`src/rtl/core/via_pkg.sv`:
```
package via_pkg;

    // operation codes carried on the slave tuser
    localparam logic [2:0] FUNC_TICK   = 3'd0;
    localparam logic [2:0] FUNC_READ   = 3'd1;
    localparam logic [2:0] FUNC_WRITE  = 3'd2;
    localparam logic [2:0] FUNC_SHIFT  = 3'd3;
    localparam logic [2:0] FUNC_SECOND = 3'd4;

    // register map
    localparam logic [3:0] REG_BUFB   = 4'd0;
    localparam logic [3:0] REG_DIRB   = 4'd2;
    localparam logic [3:0] REG_DIRA   = 4'd3;
    localparam logic [3:0] REG_T1CL   = 4'd4;
    localparam logic [3:0] REG_T1CH   = 4'd5;
    localparam logic [3:0] REG_T1LL   = 4'd6;
    localparam logic [3:0] REG_T1LH   = 4'd7;
    localparam logic [3:0] REG_T2CL   = 4'd8;
    localparam logic [3:0] REG_T2CH   = 4'd9;
    localparam logic [3:0] REG_SR     = 4'd10;
    localparam logic [3:0] REG_ACR    = 4'd11;
    localparam logic [3:0] REG_PCR    = 4'd12;
    localparam logic [3:0] REG_IFR    = 4'd13;
    localparam logic [3:0] REG_IER    = 4'd14;
    localparam logic [3:0] REG_BUFA   = 4'd15;

    // interrupt flag bits and masks
    localparam logic [6:0] FLAG_T1        = 7'h40;
    localparam logic [6:0] FLAG_T2        = 7'h20;
    localparam logic [6:0] FLAG_SR        = 7'h04;
    localparam logic [6:0] FLAG_SEC       = 7'h01;
    localparam logic [6:0] KEEP_ON_PORTB  = 7'h67;
    localparam logic [6:0] KEEP_ON_PORTA  = 7'h7C;
    localparam logic [7:0] PORTB_FIXED    = 8'h38;
    localparam logic [7:0] PORTB_HBLANK   = 8'h40;
    localparam logic [7:0] PORTB_CLOCK    = 8'h07;
    localparam logic [7:0] PORTB_ALWAYS   = 8'h08;

    typedef struct packed {
        logic       shift_bit;
        logic [7:0] port_b_pins;
        logic [7:0] port_a_pins;
        logic [7:0] write_data;
        logic [3:0] reg_index;
        logic [2:0] func;
    } via_item_t;

    typedef struct packed {
        logic [7:0] port_b_drive;
        logic       head_select;
        logic       boot_overlay;
        logic       sound_out;
        logic       irq;
        logic       read_handled;
        logic [7:0] read_data;
    } via_result_t;

endpackage

```
`src/rtl/core/via_in_stage.sv`:
```
module via_in_stage
    import via_pkg::*;
(
    input  logic       clk,
    input  logic       rst_n,
    input  logic       in_valid,
    output logic       in_ready,
    input  via_item_t  in_item,
    input  logic       advance,
    output logic       item_valid,
    output via_item_t  item
);

    logic      valid_reg;
    logic      valid_next;
    via_item_t item_reg;

    assign in_ready   = !valid_reg || advance;
    assign valid_next = in_valid ? 1'b1 : (advance ? 1'b0 : valid_reg);

    always_ff @(posedge clk or negedge rst_n)
    begin
        if (!rst_n)
        begin
            valid_reg <= 1'b0;
        end
        else if (in_ready)
        begin
            valid_reg <= valid_next;
        end
    end

    always_ff @(posedge clk)
    begin
        if (in_valid && in_ready)
        begin
            item_reg <= in_item;
        end
    end

    assign item_valid = valid_reg;
    assign item       = item_reg;

endmodule

```
`src/rtl/core/via_core.sv`:
```
module via_core
    import via_pkg::*;
(
    input  logic        clk,
    input  logic        rst_n,
    input  logic        fire,
    input  via_item_t   item,
    output via_result_t result,
    output logic        irq_level
);

    logic [6:0]  flags_reg, flags_next;
    logic [6:0]  en_reg, en_next;
    logic [7:0]  dir_a_reg, dir_a_next;
    logic [7:0]  dir_b_reg, dir_b_next;
    logic [7:0]  out_a_reg, out_a_next;
    logic [7:0]  out_b_reg, out_b_next;
    logic [15:0] t1_cnt_reg, t1_cnt_next;
    logic [15:0] t1_lat_reg, t1_lat_next;
    logic [15:0] t2_cnt_reg, t2_cnt_next;
    logic [15:0] t2_lat_reg, t2_lat_next;
    logic        t1_run_reg, t1_run_next;
    logic        t2_run_reg, t2_run_next;
    logic [7:0]  sr_reg, sr_next;
    logic [2:0]  sr_cnt_reg, sr_cnt_next;
    logic [7:0]  acr_reg, acr_next;
    logic [7:0]  pcr_reg, pcr_next;
    logic        sound_reg, sound_next;

    logic [7:0]  rd;
    logic        rd_ok;
    logic [7:0]  inmask;
    logic [7:0]  ea_now;
    logic [7:0]  ea_after;
    logic        pb7_sound;

    assign inmask    = ~dir_b_reg;
    assign ea_now    = (out_a_reg & dir_a_reg) | (item.port_a_pins & ~dir_a_reg);
    assign pb7_sound = acr_reg[7] & dir_b_reg[7];

    always_comb
    begin
        flags_next  = flags_reg;
        en_next     = en_reg;
        dir_a_next  = dir_a_reg;
        dir_b_next  = dir_b_reg;
        out_a_next  = out_a_reg;
        out_b_next  = out_b_reg;
        t1_cnt_next = t1_cnt_reg;
        t1_lat_next = t1_lat_reg;
        t2_cnt_next = t2_cnt_reg;
        t2_lat_next = t2_lat_reg;
        t1_run_next = t1_run_reg;
        t2_run_next = t2_run_reg;
        sr_next     = sr_reg;
        sr_cnt_next = sr_cnt_reg;
        acr_next    = acr_reg;
        pcr_next    = pcr_reg;
        sound_next  = sound_reg;
        rd          = 8'h00;
        rd_ok       = 1'b0;

        if (fire)
        begin
            case (item.func)
                FUNC_TICK:
                begin
                    if (t1_run_reg)
                    begin
                        if (t1_cnt_reg == 16'h0000)
                        begin
                            if (pb7_sound)
                            begin
                                sound_next = 1'b1;
                            end
                            flags_next = flags_next | FLAG_T1;
                            if (acr_reg[6])
                            begin
                                t1_cnt_next = t1_lat_reg;
                            end
                            else
                            begin
                                t1_run_next = 1'b0;
                            end
                        end
                        else
                        begin
                            t1_cnt_next = t1_cnt_reg - 16'd1;
                        end
                    end
                    if (t2_run_reg && (t2_cnt_reg == 16'h0000))
                    begin
                        flags_next  = flags_next | FLAG_T2;
                        t2_run_next = 1'b0;
                    end
                    t2_cnt_next = t2_cnt_reg - 16'd1;
                end
                FUNC_READ:
                begin
                    rd_ok = 1'b1;
                    case (item.reg_index)
                        REG_BUFB:
                        begin
                            flags_next = flags_reg & KEEP_ON_PORTB;
                            rd = ({sound_reg, 7'b0} & inmask)
                               | (item.port_b_pins & PORTB_HBLANK & inmask)
                               | (item.port_b_pins & PORTB_CLOCK & inmask)
                               | (out_b_reg & PORTB_FIXED)
                               | PORTB_ALWAYS
                               | (out_b_reg & dir_b_reg);
                        end
                        REG_DIRB: rd = dir_b_reg;
                        REG_DIRA: rd = dir_a_reg;
                        REG_T1CL:
                        begin
                            flags_next = flags_reg & ~FLAG_T1;
                            rd = t1_cnt_reg[7:0];
                        end
                        REG_T1CH: rd = t1_cnt_reg[15:8];
                        REG_T1LL: rd = t1_lat_reg[7:0];
                        REG_T1LH: rd = t1_lat_reg[15:8];
                        REG_T2CL:
                        begin
                            flags_next = flags_reg & ~FLAG_T2;
                            rd = t2_cnt_reg[7:0];
                        end
                        REG_T2CH: rd = t2_cnt_reg[15:8];
                        REG_SR:
                        begin
                            flags_next = flags_reg & ~FLAG_SR;
                            rd = sr_reg;
                        end
                        REG_ACR: rd = acr_reg;
                        REG_PCR: rd = pcr_reg;
                        REG_IFR: rd = (flags_reg != 7'h00) ? {1'b1, flags_reg} : 8'h00;
                        REG_IER: rd = {1'b1, en_reg};
                        REG_BUFA:
                        begin
                            flags_next = flags_reg & KEEP_ON_PORTA;
                            rd = {1'b1, out_a_reg[6:5], ea_now[4], out_a_reg[3:0]};
                        end
                        default:
                        begin
                            rd_ok = 1'b0;
                        end
                    endcase
                end
                FUNC_WRITE:
                begin
                    case (item.reg_index)
                        REG_BUFB:
                        begin
                            flags_next = flags_reg & KEEP_ON_PORTB;
                            out_b_next = item.write_data;
                            sound_next = item.write_data[7] & dir_b_reg[7];
                        end
                        REG_DIRB:
                        begin
                            dir_b_next = item.write_data;
                            sound_next = out_b_reg[7] & item.write_data[7];
                        end
                        REG_DIRA: dir_a_next = item.write_data;
                        REG_T1CL, REG_T1LL: t1_lat_next = {t1_lat_reg[15:8], item.write_data};
                        REG_T1CH:
                        begin
                            flags_next  = flags_reg & ~FLAG_T1;
                            t1_lat_next = {item.write_data, t1_lat_reg[7:0]};
                            t1_cnt_next = {item.write_data, t1_lat_reg[7:0]};
                            t1_run_next = 1'b1;
                            if (pb7_sound)
                            begin
                                sound_next = 1'b0;
                            end
                        end
                        REG_T1LH: t1_lat_next = {item.write_data, t1_lat_reg[7:0]};
                        REG_T2CL: t2_lat_next = {t2_lat_reg[15:8], item.write_data};
                        REG_T2CH:
                        begin
                            flags_next  = flags_reg & ~FLAG_T2;
                            t2_lat_next = {item.write_data, t2_lat_reg[7:0]};
                            t2_cnt_next = {item.write_data, t2_lat_reg[7:0]};
                            t2_run_next = 1'b1;
                        end
                        REG_SR:
                        begin
                            flags_next = flags_reg & ~FLAG_SR;
                            sr_next    = item.write_data;
                        end
                        REG_ACR: acr_next = item.write_data;
                        REG_PCR: pcr_next = item.write_data;
                        REG_IFR: flags_next = flags_reg & ~item.write_data[6:0];
                        REG_IER:
                        begin
                            if (item.write_data[7])
                            begin
                                en_next = en_reg | item.write_data[6:0];
                            end
                            else
                            begin
                                en_next = en_reg & ~item.write_data[6:0];
                            end
                        end
                        REG_BUFA:
                        begin
                            flags_next = flags_reg & KEEP_ON_PORTA;
                            out_a_next = item.write_data;
                        end
                        default:
                        begin
                        end
                    endcase
                end
                FUNC_SHIFT:
                begin
                    sr_next = {item.shift_bit, sr_reg[7:1]};
                    if (sr_cnt_reg == 3'd7)
                    begin
                        sr_cnt_next = 3'd0;
                        flags_next  = flags_reg | FLAG_SR;
                    end
                    else
                    begin
                        sr_cnt_next = sr_cnt_reg + 3'd1;
                    end
                end
                FUNC_SECOND: flags_next = flags_reg | FLAG_SEC;
                default:
                begin
                end
            endcase
        end
    end

    always_ff @(posedge clk or negedge rst_n)
    begin
        if (!rst_n)
        begin
            flags_reg  <= '0;
            en_reg     <= '0;
            dir_a_reg  <= '0;
            dir_b_reg  <= '0;
            out_a_reg  <= '0;
            out_b_reg  <= '0;
            t1_cnt_reg <= '0;
            t1_lat_reg <= '0;
            t2_cnt_reg <= '0;
            t2_lat_reg <= '0;
            t1_run_reg <= 1'b0;
            t2_run_reg <= 1'b0;
            sr_reg     <= '0;
            sr_cnt_reg <= '0;
            acr_reg    <= '0;
            pcr_reg    <= '0;
            sound_reg  <= 1'b0;
        end
        else
        begin
            flags_reg  <= flags_next;
            en_reg     <= en_next;
            dir_a_reg  <= dir_a_next;
            dir_b_reg  <= dir_b_next;
            out_a_reg  <= out_a_next;
            out_b_reg  <= out_b_next;
            t1_cnt_reg <= t1_cnt_next;
            t1_lat_reg <= t1_lat_next;
            t2_cnt_reg <= t2_cnt_next;
            t2_lat_reg <= t2_lat_next;
            t1_run_reg <= t1_run_next;
            t2_run_reg <= t2_run_next;
            sr_reg     <= sr_next;
            sr_cnt_reg <= sr_cnt_next;
            acr_reg    <= acr_next;
            pcr_reg    <= pcr_next;
            sound_reg  <= sound_next;
        end
    end

    // outputs reflect the state after this transaction
    assign ea_after = (out_a_next & dir_a_next) | (item.port_a_pins & ~dir_a_next);

    assign result.read_data    = rd;
    assign result.read_handled = rd_ok;
    assign result.irq          = |(en_next & flags_next);
    assign result.sound_out    = sound_next;
    assign result.boot_overlay = ea_after[4];
    assign result.head_select  = ea_after[5];
    assign result.port_b_drive = out_b_next & dir_b_next;

    assign irq_level = |(en_reg & flags_reg);

endmodule

```
`src/rtl/core/versatile_interface_timer_irq.sv`:
```
// channel   dir  payload                                              last  kind
// s_*       in   tdata: reg_index, write_data, port_a_pins,            -     tuser: func
//                 port_b_pins, shift_bit (32 bits)
// m_*       out  tdata: read_data, read_handled, irq, sound_out,       -     -
//                 boot_overlay, head_select, port_b_drive (24 bits)
//
// one transaction per clock sustained while m_tready is high; m_tvalid rises after the s_* accept,
// once the item has passed the input register, then the update logic into the result register
// rst_n is asynchronous, clears the adapter state and both valid flags
// a stalled m_tready holds the result; the input register still takes one more
// transaction, after which s_tready drops until the result is taken
module versatile_interface_timer_irq
    import via_pkg::*;
(
    input  logic        clk,
    input  logic        rst_n,
    input  logic        s_tvalid,
    output logic        s_tready,
    input  logic [31:0] s_tdata,   // reg_index[3:0], write_data[11:4], port_a_pins[19:12],
                                   // port_b_pins[27:20], shift_bit[28], zero fill
    input  logic [2:0]  s_tuser,   // func[2:0]
    output logic        m_tvalid,
    input  logic        m_tready,
    output logic [23:0] m_tdata    // read_data[7:0], read_handled[8], irq[9], sound_out[10],
                                   // boot_overlay[11], head_select[12], port_b_drive[20:13]
);

    via_item_t   in_item;
    via_item_t   item;
    logic        item_valid;
    logic        advance;
    logic        fire;
    via_result_t result;
    via_result_t res_reg;
    logic        res_valid_reg;
    logic        res_valid_next;
    logic        irq_level;

    // unpack the incoming transaction
    assign in_item.func        = s_tuser;
    assign in_item.reg_index   = s_tdata[3:0];
    assign in_item.write_data  = s_tdata[11:4];
    assign in_item.port_a_pins = s_tdata[19:12];
    assign in_item.port_b_pins = s_tdata[27:20];
    assign in_item.shift_bit   = s_tdata[28];

    // the result register can take a new value when empty or being drained
    assign advance = !res_valid_reg || m_tready;
    assign fire    = item_valid && advance;

    via_in_stage u_in
    (
        .clk        (clk),
        .rst_n      (rst_n),
        .in_valid   (s_tvalid),
        .in_ready   (s_tready),
        .in_item    (in_item),
        .advance    (advance),
        .item_valid (item_valid),
        .item       (item)
    );

    via_core u_core
    (
        .clk       (clk),
        .rst_n     (rst_n),
        .fire      (fire),
        .item      (item),
        .result    (result),
        .irq_level (irq_level)
    );

    assign res_valid_next = advance ? item_valid : res_valid_reg;

    always_ff @(posedge clk or negedge rst_n)
    begin
        if (!rst_n)
        begin
            res_valid_reg <= 1'b0;
        end
        else
        begin
            res_valid_reg <= res_valid_next;
        end
    end

    always_ff @(posedge clk)
    begin
        if (fire)
        begin
            res_reg <= result;
        end
    end

    assign m_tvalid = res_valid_reg;
    assign m_tdata  = {3'b000, res_reg};

    // an empty result register never back-pressures the input side
    a_ready_when_empty : assert property (@(posedge clk) disable iff (!rst_n)
        !m_tvalid |-> s_tready)
        else $error("input stalled with empty result register");

    // every processed transaction shows up as a result next cycle
    a_fire_to_result : assert property (@(posedge clk) disable iff (!rst_n)
        fire |=> m_tvalid)
        else $error("processed transaction lost");

    // the irq bit of a fresh result matches the live interrupt state
    a_irq_matches : assert property (@(posedge clk) disable iff (!rst_n)
        fire |=> (res_reg.irq == irq_level))
        else $error("irq result differs from flag and enable state");

    // a drained result with nothing behind it leaves the output empty
    a_drain_empty : assert property (@(posedge clk) disable iff (!rst_n)
        (m_tvalid && m_tready && !item_valid) |=> !m_tvalid)
        else $error("result repeated after being taken");

endmodule
```
`config.mk`:
```
export PLATFORM = sky130hd
export DESIGN_NAME = versatile_interface_timer_irq
export DESIGN_NICKNAME = d
export VERILOG_FILES = /design/src/rtl/core/via_pkg.sv /design/src/rtl/core/via_in_stage.sv /design/src/rtl/core/via_core.sv /design/src/rtl/core/versatile_interface_timer_irq.sv
export SDC_FILE = /design/constraint.sdc
export NUM_CORES = 1
export LEC_CHECK = 0
export BUFFER_PORTS_ARGS = -buffer_cell sky130_fd_sc_hd__buf_2
export CELL_PAD_IN_SITES_DETAIL_PLACEMENT = 2
export CELL_PAD_IN_SITES_GLOBAL_PLACEMENT = 2
export CORE_AREA = 2 2 156 158
export CTS_CLUSTER_SIZE = 30
export DETAILED_ROUTE_END_ITERATION = 8
export DIE_AREA = 0 0 158 160
export PLACE_DENSITY = 0.77
export SYNTH_ARGS = -nofsm -noshare
export SYNTH_HDL_FRONTEND = slang
export SYNTH_SLANG_ARGS = --single-unit
```
`constraint.sdc`:
```
create_clock -name clk -period 3.2 [get_ports clk]
set_input_delay 0.32 -clock clk [delete_from_list [all_inputs] [get_ports clk]]
set_output_delay 0.32 -clock clk [all_outputs]
set_load 0.005 [all_outputs]
```
==> summary.txt <==
Clock tree
  – TritonCTS buffer count: 17
  – CTS tree: built
  – Setup bufs post-CTS: 0
  – Latest clock arrival within the worst-skew pair: 450 ps
  – Clk sink count: approximately 180
  – Clock slew at reported path FFs: 80 ps
  – Root buffer cell: clkbuf_16
  – Clk buf depth: 2
  – Htree depth: 4

STA
  – RSZ-0062 raised after global routing: false
  – Post-route setup slack: slightly below 500 ps
  – Skew final: 18.1 ps
  – Final Max Tran Viols: 0
  – TNS Setup: 0 ps
  – Max Clock Freq: 368 MHz
  – Slew headroom: roughly a third
  – Minimum clock period: 2710 ps
  – Worst Max-Slew Pin Slew: around 1000 ps
  – Setup violations, final: 0
  – Hold Fails Final Rpt: 0
  – Final Cycle Share: 84.8%

Synthesis
  – Number of flops mapped to enable cells by yosys: 43
  – Cells taking the most area after synthesis: dfrtp_1 (37%), edfxtp_1 (14%), mux2_2 (7.6%), nand2_1 (4.7%), o21ai_0 (4.0%)
  – Post-Syn Area: a little over 0.009 mm^2
  – Synthesis-stage register bit count: 176
  – Synth unique cells: 70
  – Ys Warns: 0
  – Syn avg cell area: roughly 10 um^2
  – Cell taking the most area after synthesis: dfrtp_1
  – Async SR Flop Fraction: 75.6%
  – Count leader, synth: dfrtp_1
  – Register area share after synthesis: 50.8%
  – Most used DFF post-synth: dfrtp_1
  – Synth top cells by count: dfrtp_1 (133), nand2_1 (113), o21ai_0 (73)
  – Cells after synthesis: 906
  – Share of the synthesized area in the top cell type: 36.6%

Finish
  – Finished Cell Area: approximately 0.010 mm^2
  – Fraction of layout cells with a size suffix above 1: 20.1%
  – Largest register FFs: 22
  – Filler instances: 2561
  – Area of the multi-input gates: approximately 0.0041 mm^2
  – Final core utilization: a little over two fifths
  – Seq. cell area: 0.00462 mm^2
  – P&R area growth vs syn: 14.9%
  – Ant diodes: 0
  – Nets: 1003

Power
  – Leakage power: 4.46 nW
  – Peak supply drop: 0.000346 V
  – Switch share: 35.9%
  – Sw Pwr: roughly 2.4 mW
  – PwrDens: about 630 mW/mm^2
  – Int Pwr: 4.21 mW
  – Clk pwr share: 32.5%
  – Combinational Power Share: 19.5%
  – Sequential share of power: 48.0%

Global route
  – Largest net degree at the start of global routing: 70
  – Initial antenna violation count: 0
  – First-pass GRT wire length: 53500 um
  – Grt ovf: 0
  – Vias in the first global route: about 8300
  – All-Layer GR Usage: between 20 and 30%

Route
  – WL/cell: 27.0 um
  – Routed via count: 7787
  – DRT antenna net count: 0
  – Drt initial violations: approximately 500
  – DR vias/cell: 6.01
  – Routed WL: 35000 um
  – TritonRoute pass-1 iters: 5
  – DRC: 0

Flow run
  – Max_cap viols: 0

Place
  – Post-DP HPWL: 24700 um
  – DP Worst Slack: 501 ps
  – GPL Wtd Cong: 0.880
  – I/O Buffers: 48
  – Placed Area: 0.00985 mm^2

Critical path
  – Crit path arrival time: approximately 2900 ps
  – Worst Path Max Fanout: 10
  – CP endpoint kind: flop
  – WP data required: 3380 ps
  – Crit start category: flop
  – WS Path Type: flop to flop
  – FF-to-FF path depth: 7

Die
  – Core ar.: 0.0238 mm^2
  – Die width: 158 um
  – Number of core rows: 57
  – I/O pin cnt: 65
  – Die area: 0.0253 mm^2
  – Chip height: 160 um
  – Initial Utilization: 38.2%

Min path
  – Worst Hold Path Cells: 1
  – Hold Path Class: primary input to flop

Status
  – Status: finished clean
-- cells in the final DEF, fill, tap and decap left out, drive strengths merged, types with 15 or more instances in the layout --
cell    instances
a22oi          19
nor3           28
mux2           68
dfrtp         133
buf            91
o21ai          74
clkbuf         18
nor2           48
a21oi          47
nand3          27
mux2i          16
a31oi          16
edfxtp         43
nand2         113
and2           15
inv            32
-- power by group through the flow --
stage,clock (mW),sequential (mW),combinational [mW]
6_report,2.14,3.15,1.28
3_3_place_gp,0,3.15,1.18
3_5_place_dp,0,3.17,1.27
5_1_grt,2.25,3.19,1.43
4_1_cts,2.16,3.13,1.28
2_1_floorplan,0,2.91,0.856
-- path summary, 6_finish.rpt --
check	startpoint	to	slack (ps)
worst max-delay path	u_in.item[4]$_DFFE_PP_	m_tdata[9]$_DFFE_PP_	490
worst min-delay path	s_tdata[8]	u_in.item[11]$_DFFE_PP_	40
worst max register to register	u_in.item[4]$_DFFE_PP_	m_tdata[9]$_DFFE_PP_	490
worst min register to register	u_core.t2_lat_reg[5]$_DFFE_PN0P_	u_core.t2_lat_reg[5]$_DFFE_PN0P_	490
max in group asynchronous	rst_n	u_core.acr_reg[3]$_DFFE_PN0P_	1880
min in group asynchronous	rst_n	u_core.t2_cnt_reg[2]$_DFFE_PN0P_	470
-- final cells by class --
type	count	share of cell area [%]
Tap cell	324	3.88
Multi-Input combinational cell	646	39.7
Clock inverter	14	1.58
Timing Repair Buffer	92	5.66
Clock buffer	18	4.11
Sequential cell	176	44.2
Inverter	25	0.898
-- timing repair --
item | in CTS | in global routing
hold buffers | 1 | 0
gates resized for setup | 0 | 0
hold endpoints to repair | 64 | 0
-- metrics by stage --
step | instances | hold slack [ps] | total power, mW
2_1_floorplan | 908 | 24.4 | 3.77
3_3_place_gp | 1262 | 386 | 4.33
3_5_place_dp | 1262 | 393 | 4.43
4_1_cts | 1295 | 34.5 | 6.58
5_1_grt | 1295 | 36.9 | 6.87
6_report | 1295 | 38.8 | 6.57
-- per-layer routing --
layer / track usage, % / up-vias / part of all wire, %
li1: - / 3414 / -
met1: 38.6 / 4075 / 42
met2: 47.0 / 236 / 49
met3: 4.53 / 62 / 5.6
met4: 10.3 / 0 / 3.2
met5: 0 / - / 0
-- critical path: stages (launching register included) --
cell and delay (ps):
edfxtp_1 540, nand4b_1 260, nor4_4 190, buf_4 210
nand2_1 90, mux2_1 400, a32o_1 270, or4_1 510
-- cell families after synthesis --
| group | share of synthesized area [%] |
|---|---|
| and+or+nand+nor | 16.5 |
| AOI/OAI and AO/OA | 17.1 |
| DFF | 50.8 |
| buffers and inverters | 3.75 |
| muxes | 10.4 |
| adders and majority gates | 0.825 |
| xor gates and xnor gates | 0.578 |
| other | 0.0412 |
No activity file was read; power rests on OpenSTA's default activity.
